$ cat src/sv/sha512_hash_core_macros.svh
// Assertion macros for the SHA-512 hash core.
`ifndef SHA512_HASH_CORE_MACROS_SVH
`define SHA512_HASH_CORE_MACROS_SVH
// Assert that a property holds on every clock edge out of reset.
`define SHC_ASSERT(lbl, clk, rst_n, prop) \
    lbl: assert property (@(posedge clk) disable iff (!rst_n) (prop)) else $error("%m: lbl");
// Assert that an antecedent implies a consequent in the next cycle.
`define SHC_ASSERT_NEXT(lbl, clk, rst_n, ante, cons) \
    lbl: assert property (@(posedge clk) disable iff (!rst_n) (ante) |=> (cons)) \
        else $error("%m: lbl");
`endif

$ cat src/sv/shc_pkg.sv
// Package with types, constants and functions of the SHA-512 hash core.
package shc_pkg;

    localparam int WORD_W = 64;

    typedef logic [WORD_W-1:0] t_word;

    typedef enum logic [2:0] {
        ST_IDLE,
        ST_PAD,
        ST_ROUND,
        ST_FINAL,
        ST_OUT
    } t_state;

    // Sources for the word pushed into the block.
    typedef enum logic [2:0] {
        SRC_INPUT,
        SRC_ZERO,
        SRC_PADONLY,
        SRC_LEN_HI,
        SRC_LEN_LO
    } t_src;

    typedef struct packed {
        logic       push;
        t_src       src;
        logic       add_bytes;
        logic       start;
        logic       round;
        logic       finish;
        logic       reset_hash;
    } t_cmd;

    typedef struct packed {
        logic [3:0] fill;
        logic       last_round;
    } t_status;

    localparam t_word HINIT [8] = '{
        64'h6a09e667f3bcc908, 64'hbb67ae8584caa73b, 64'h3c6ef372fe94f82b,
        64'ha54ff53a5f1d36f1, 64'h510e527fade682d1, 64'h9b05688c2b3e6c1f,
        64'h1f83d9abfb41bd6b, 64'h5be0cd19137e2179};

    localparam t_word RCONST [80] = '{
        64'h428a2f98d728ae22, 64'h7137449123ef65cd, 64'hb5c0fbcfec4d3b2f, 64'he9b5dba58189dbbc,
        64'h3956c25bf348b538, 64'h59f111f1b605d019, 64'h923f82a4af194f9b, 64'hab1c5ed5da6d8118,
        64'hd807aa98a3030242, 64'h12835b0145706fbe, 64'h243185be4ee4b28c, 64'h550c7dc3d5ffb4e2,
        64'h72be5d74f27b896f, 64'h80deb1fe3b1696b1, 64'h9bdc06a725c71235, 64'hc19bf174cf692694,
        64'he49b69c19ef14ad2, 64'hefbe4786384f25e3, 64'h0fc19dc68b8cd5b5, 64'h240ca1cc77ac9c65,
        64'h2de92c6f592b0275, 64'h4a7484aa6ea6e483, 64'h5cb0a9dcbd41fbd4, 64'h76f988da831153b5,
        64'h983e5152ee66dfab, 64'ha831c66d2db43210, 64'hb00327c898fb213f, 64'hbf597fc7beef0ee4,
        64'hc6e00bf33da88fc2, 64'hd5a79147930aa725, 64'h06ca6351e003826f, 64'h142929670a0e6e70,
        64'h27b70a8546d22ffc, 64'h2e1b21385c26c926, 64'h4d2c6dfc5ac42aed, 64'h53380d139d95b3df,
        64'h650a73548baf63de, 64'h766a0abb3c77b2a8, 64'h81c2c92e47edaee6, 64'h92722c851482353b,
        64'ha2bfe8a14cf10364, 64'ha81a664bbc423001, 64'hc24b8b70d0f89791, 64'hc76c51a30654be30,
        64'hd192e819d6ef5218, 64'hd69906245565a910, 64'hf40e35855771202a, 64'h106aa07032bbd1b8,
        64'h19a4c116b8d2d0c8, 64'h1e376c085141ab53, 64'h2748774cdf8eeb99, 64'h34b0bcb5e19b48a8,
        64'h391c0cb3c5c95a63, 64'h4ed8aa4ae3418acb, 64'h5b9cca4f7763e373, 64'h682e6ff3d6b2b8a3,
        64'h748f82ee5defb2fc, 64'h78a5636f43172f60, 64'h84c87814a1f0ab72, 64'h8cc702081a6439ec,
        64'h90befffa23631e28, 64'ha4506cebde82bde9, 64'hbef9a3f7b2c67915, 64'hc67178f2e372532b,
        64'hca273eceea26619c, 64'hd186b8c721c0c207, 64'heada7dd6cde0eb1e, 64'hf57d4f7fee6ed178,
        64'h06f067aa72176fba, 64'h0a637dc5a2c898a6, 64'h113f9804bef90dae, 64'h1b710b35131c471b,
        64'h28db77f523047d84, 64'h32caab7b40c72493, 64'h3c9ebe0a15c9bebc, 64'h431d67c49c100d4c,
        64'h4cc5d4becb3e42b6, 64'h597f299cfc657e2a, 64'h5fcb6fab3ad6faec, 64'h6c44198c4a475817};

    function automatic t_word rotr(input t_word x, input int n);
        return (x >> n) | (x << (WORD_W - n));
    endfunction

endpackage

$ cat src/sv/shc_ctrl.sv
// Controller state machine of the SHA-512 hash core.
module shc_ctrl (
    input  logic              i_clk,
    input  logic              i_rst_n,
    input  logic              i_valid,
    input  logic [3:0]        i_valid_bytes,
    input  logic              i_last_word,
    input  logic              i_ready,
    output logic              o_in_ready,
    output logic              o_out_valid,
    output logic [2:0]        o_word_index,
    output shc_pkg::t_cmd     o_cmd,
    input  shc_pkg::t_status  i_status
);
    import shc_pkg::*;

    t_state     r_state, n_state;
    logic       r_padded, n_padded;   // 0x80 byte already placed
    logic       r_final, n_final;     // current block run ends the message
    logic       r_len, n_len;         // length high word placed
    logic [2:0] r_idx, n_idx;
    logic       acc;

    assign acc = i_valid && o_in_ready;

    always_ff @(posedge i_clk) begin
        if (!i_rst_n) begin
            r_state  <= ST_IDLE;
            r_padded <= 1'b0;
            r_final  <= 1'b0;
            r_len    <= 1'b0;
            r_idx    <= '0;
        end else begin
            r_state  <= n_state;
            r_padded <= n_padded;
            r_final  <= n_final;
            r_len    <= n_len;
            r_idx    <= n_idx;
        end
    end

    always_comb begin
        n_state     = r_state;
        n_padded    = r_padded;
        n_final     = r_final;
        n_len       = r_len;
        n_idx       = r_idx;
        o_in_ready  = 1'b0;
        o_out_valid = 1'b0;
        o_cmd       = '0;
        o_cmd.src   = SRC_INPUT;
        unique case (r_state)
            ST_IDLE: begin
                o_in_ready = 1'b1;
                if (acc) begin
                    o_cmd.push      = 1'b1;
                    o_cmd.add_bytes = 1'b1;
                    if (i_last_word) begin
                        n_final  = 1'b1;
                        n_padded = (i_valid_bytes < 4'd8);
                    end
                    if (i_status.fill == 4'd15) begin
                        o_cmd.start = 1'b1;
                        n_state     = ST_ROUND;
                    end else if (i_last_word) begin
                        n_state = ST_PAD;
                    end
                end
            end
            ST_PAD: begin
                o_cmd.push = 1'b1;
                if (!r_padded) begin
                    o_cmd.src = SRC_PADONLY;
                    n_padded  = 1'b1;
                end else if (i_status.fill == 4'd14) begin
                    o_cmd.src = SRC_LEN_HI;
                    n_len     = 1'b1;
                end else if (i_status.fill == 4'd15 && r_len) begin
                    o_cmd.src = SRC_LEN_LO;
                end else begin
                    o_cmd.src = SRC_ZERO;
                end
                if (i_status.fill == 4'd15) begin
                    o_cmd.start = 1'b1;
                    n_state     = ST_ROUND;
                end
            end
            ST_ROUND: begin
                o_cmd.round = 1'b1;
                if (i_status.last_round) n_state = ST_FINAL;
            end
            ST_FINAL: begin
                o_cmd.finish = 1'b1;
                if (!r_final) begin
                    n_state = ST_IDLE;
                end else if (!r_len) begin
                    n_state = ST_PAD;
                end else begin
                    n_state = ST_OUT;
                    n_idx   = '0;
                end
            end
            ST_OUT: begin
                o_out_valid = 1'b1;
                if (i_ready) begin
                    n_idx = r_idx + 3'd1;
                    if (r_idx == 3'd7) begin
                        o_cmd.reset_hash = 1'b1;
                        n_final  = 1'b0;
                        n_padded = 1'b0;
                        n_len    = 1'b0;
                        n_state  = ST_IDLE;
                    end
                end
            end
            default: n_state = ST_IDLE;
        endcase
    end

    assign o_word_index = r_idx;

    `include "sha512_hash_core_macros.svh"
    `SHC_ASSERT(a_out_only_final, i_clk, i_rst_n, !o_out_valid || r_final)
    `SHC_ASSERT(a_ready_idle, i_clk, i_rst_n, !o_in_ready || r_state == ST_IDLE)
    `SHC_ASSERT_NEXT(a_last_round, i_clk, i_rst_n, r_state == ST_ROUND && i_status.last_round, r_state == ST_FINAL)
endmodule

$ cat config.mk
export PLATFORM = sky130hd
export DESIGN_NAME = shc_ctrl
export DESIGN_NICKNAME = d
export VERILOG_FILES = /design/src/sv/shc_pkg.sv /design/src/sv/shc_ctrl.sv
export VERILOG_INCLUDE_DIRS = /design/src /design/src/sv
export SDC_FILE = /design/constraint.sdc
export NUM_CORES = 1
export LEC_CHECK = 0
export BUFFER_PORTS_ARGS = -buffer_cell sky130_fd_sc_hd__buf_2
export CORE_MARGIN = 5
export CORE_UTILIZATION = 41
export CTS_CLUSTER_DIAMETER = 200
export DETAILED_ROUTE_END_ITERATION = 10
export GPL_ROUTABILITY_DRIVEN = 0
export GPL_TIMING_DRIVEN = 0
export PLACE_DENSITY = 0.73
export SETUP_SLACK_MARGIN = 0.5
export SYNTH_ARGS = -nofsm -noshare
export SYNTH_HDL_FRONTEND = slang
export SYNTH_SLANG_ARGS = --single-unit
export TNS_END_PERCENT = 1
$ cat constraint.sdc
create_clock -name i_clk -period 1.3 [get_ports i_clk]
set_input_delay 0 -clock i_clk [delete_from_list [all_inputs] [get_ports i_clk]]
set_output_delay 0 -clock i_clk [all_outputs]
set_load 0.01 [all_outputs]
==> qor.yml <==
status: "complete, no violations"
fin_ws_ps: 2.07
wl_microns: 1840
ff_latch_area_sq_um: 198
tns_ps: 0
end_kind: "output port"
critical_path_class: "reg2out"
start_kind: "flop"
arrival_ps: 1300
die_x_microns: 50.4
critPathRequiredTime_ps: 1300
syn_inst: 76
max_stage_delay_ps: 330
final.period_utilization_pct: 99.8
seq_area_frac_synth_pct: 26.9
maxSlewHeadroom_pct: 81.5
cts_inserted_buffers: 3
critical-path-slowest-cell: "dfxtp_2"
synth-edff-count: 0
via_per_inst: 5.48
synthTopCellsByArea: "dfxtp_1, buf_6, nor2_1"
syn_area_sq_um: 669
antenna_left: 0
fp.coreArea_sq_um: 1520
ios: 28
rows: 14
syn_to_final_growth_pct: 49.0
yosysWarnings: 0
tritoncts: "done"
drt-initial-drc-count: 13
crit_fanout: 5
grt_pass1_vias: 693
ys_types: 40
firstDrtPassIters: 5
placed_cells: 116
yosys_most_used_dff: "dfxtp_1"
worstHoldPathType: "in2reg"
initial_utilization_pct: 43.9
cts_sinks: 9
period_minus_slack_ps: 1300
clock_path_buffers: 2
nets: 126
critPathMostFrequentCell: "buf_6"
clock_skew_ps: 7.99
async_flop_share_pct: 0
drc: 0
r2r_slack_ps: 20
grt_pass1_wl_microns: 3180
path_buf_inv: 2
syn_nets: 92
hold_viol_final: 0
final_cells: 125
worstPathCellList: "buf_6, and4bb_4, and2_4, buf_6"
ir_drop_v: 0.000553
synth_most_common_cell: "dfxtp_1"
place_ws_ps: -15.5
wl_per_cell_microns: 14.7
ctsHoldBuffers: 0
via_count: 685
ctsRootBufferMaster: "clkbuf_4"
dpl.hpwl_microns: 1280
multi_input_area_sq_um: 513
fillCellCount: 139
cts.htree.levels: 1
slew_violations: 0
synth_common_cells: "dfxtp_1, nor2_1, nand3_1, o21ai_0"
die-area_sq_um: 2540
grt_max_degree: 11
grtUsageTotal_pct: 16.1
final-setup-viol-count: 0
clock.fmax_mhz: 770
antenna_found_initial: 0
leakagePower_nw: 0.423
drive_above_1_share_pct: 59.6
grt-ovfl-total: 0
syn-mean-instance-area_sq_um: 8.81
clk_latency_ps: 270
crit_family: "simple AND/OR/NAND/NOR gates"
place_area_sq_um: 865
path_clk_slew_ps: 70
n_antenna_cell: 0
final_area_sq_um: 997
cap_viol_max_count: 0
die_y_microns: 50.4
portBuffers: 24
synth-seq-cells: 9
worst_pin_slew_ps: 278
p_per_area_nw_per_um2: 917
fin_util_pct: 65.4
rsz0062_at_grt: "yes"
yosysTopAreaCell: "dfxtp_1"
synth.top_cell.area_share_pct: 26.9
[worst min-delay path, delay by kind of cell]
kind | cells | cell delay [ps]
buffers and inverters | 1 | 130
AND/OR/NAND/NOR | 1 | 80
AO/OA/AOI/OAI | 1 | 30
[final cells by class]
| class | count | share of cell area [%] |
|---|---|---|
| Timing Repair Buffer | 29 | 19.1 |
| Inverter | 3 | 1.13 |
| Tap cell | 16 | 2.01 |
| Clock inverter | 1 | 0.502 |
| Multi-Input combinational cell | 61 | 51.4 |
| Sequential cell | 9 | 19.8 |
| Clock buffer | 3 | 2.26 |
| Buffer | 3 | 3.76 |
[power breakdown]
part	leakage [nW]	internal (mW)	switching (mW)
clock network	0.0177	0.114	0.108
registers	0.0773	0.298	0.0432
logic	0.328	0.164	0.188
total	0.423	0.575	0.339
[final timing paths]
kind,end,depth (start not counted),start
worst min-delay path,r_len$_SDFFE_PN0P_,3,i_rst_n
worst max register to register,r_state[0]$_SDFFE_PN0P_,4,r_state[2]$_SDFFE_PN0P_
worst max-delay path,o_cmd[0],4,r_state[1]$_SDFFE_PN0P_
worst min register to register,o_word_index[0]$_SDFFE_PN0P_,2,o_word_index[0]$_SDFFE_PN0P_
[placed cells by master (no fill, tap or decap), types with 3 or more instances in the layout]
cell type,count
nand3_1,3
clkbuf_4,3
o21ai_0,4
dfxtp_4,4
nor2_1,7
nand2b_1,3
dfxtp_1,3
buf_2,24
buf_6,4
[registers in the layout (all words and copies together) (netlist names)]
register      cells
o_word_index      3
r_state           3
r_final           1
r_len             1
r_padded          1
[metrics by stage]
step	total power [mW]	hold slack [ps]
finish	0.914	14.5
global route	0.979	15.3
CTS	0.916	1.89
detailed placement	0.670	300
global placement	0.665	298
floorplan	0.567	130
[routing by layer]
layer | up-vias | share of wire, % | global-route usage (%)
met3 | 5 | 6.0 | 6.21
li1 | 344 | - | -
met4 | 0 | 0.93 | 3.83
met2 | 17 | 49 | 26.4
met1 | 319 | 44 | 19.8
met5 | - | 0 | 0
[what timing repair did]
| action | 4_1_cts | 5_1_grt |
|---|---|---|
| endpoints found under the setup margin | 21 | 23 |
| buffers inserted | 3 | 0 |
| cloned | 2 | 0 |
| gates resized for setup | 9 | 5 |
| pin swaps | 6 | 1 |
[cell families (layout without fill, tap and decap cells)]
family	count (synthesis)	in the layout	synth area share (%)
buffers and inverters	6	39	6.73
AOI/OAI and AO/OA	19	19	22.1
and+or+nand+nor	38	38	37.6
muxes	2	2	2.99
DFF	9	9	26.9
adders and majority gates	2	2	3.74
Note: power is estimated with default switching activity, not from simulation.
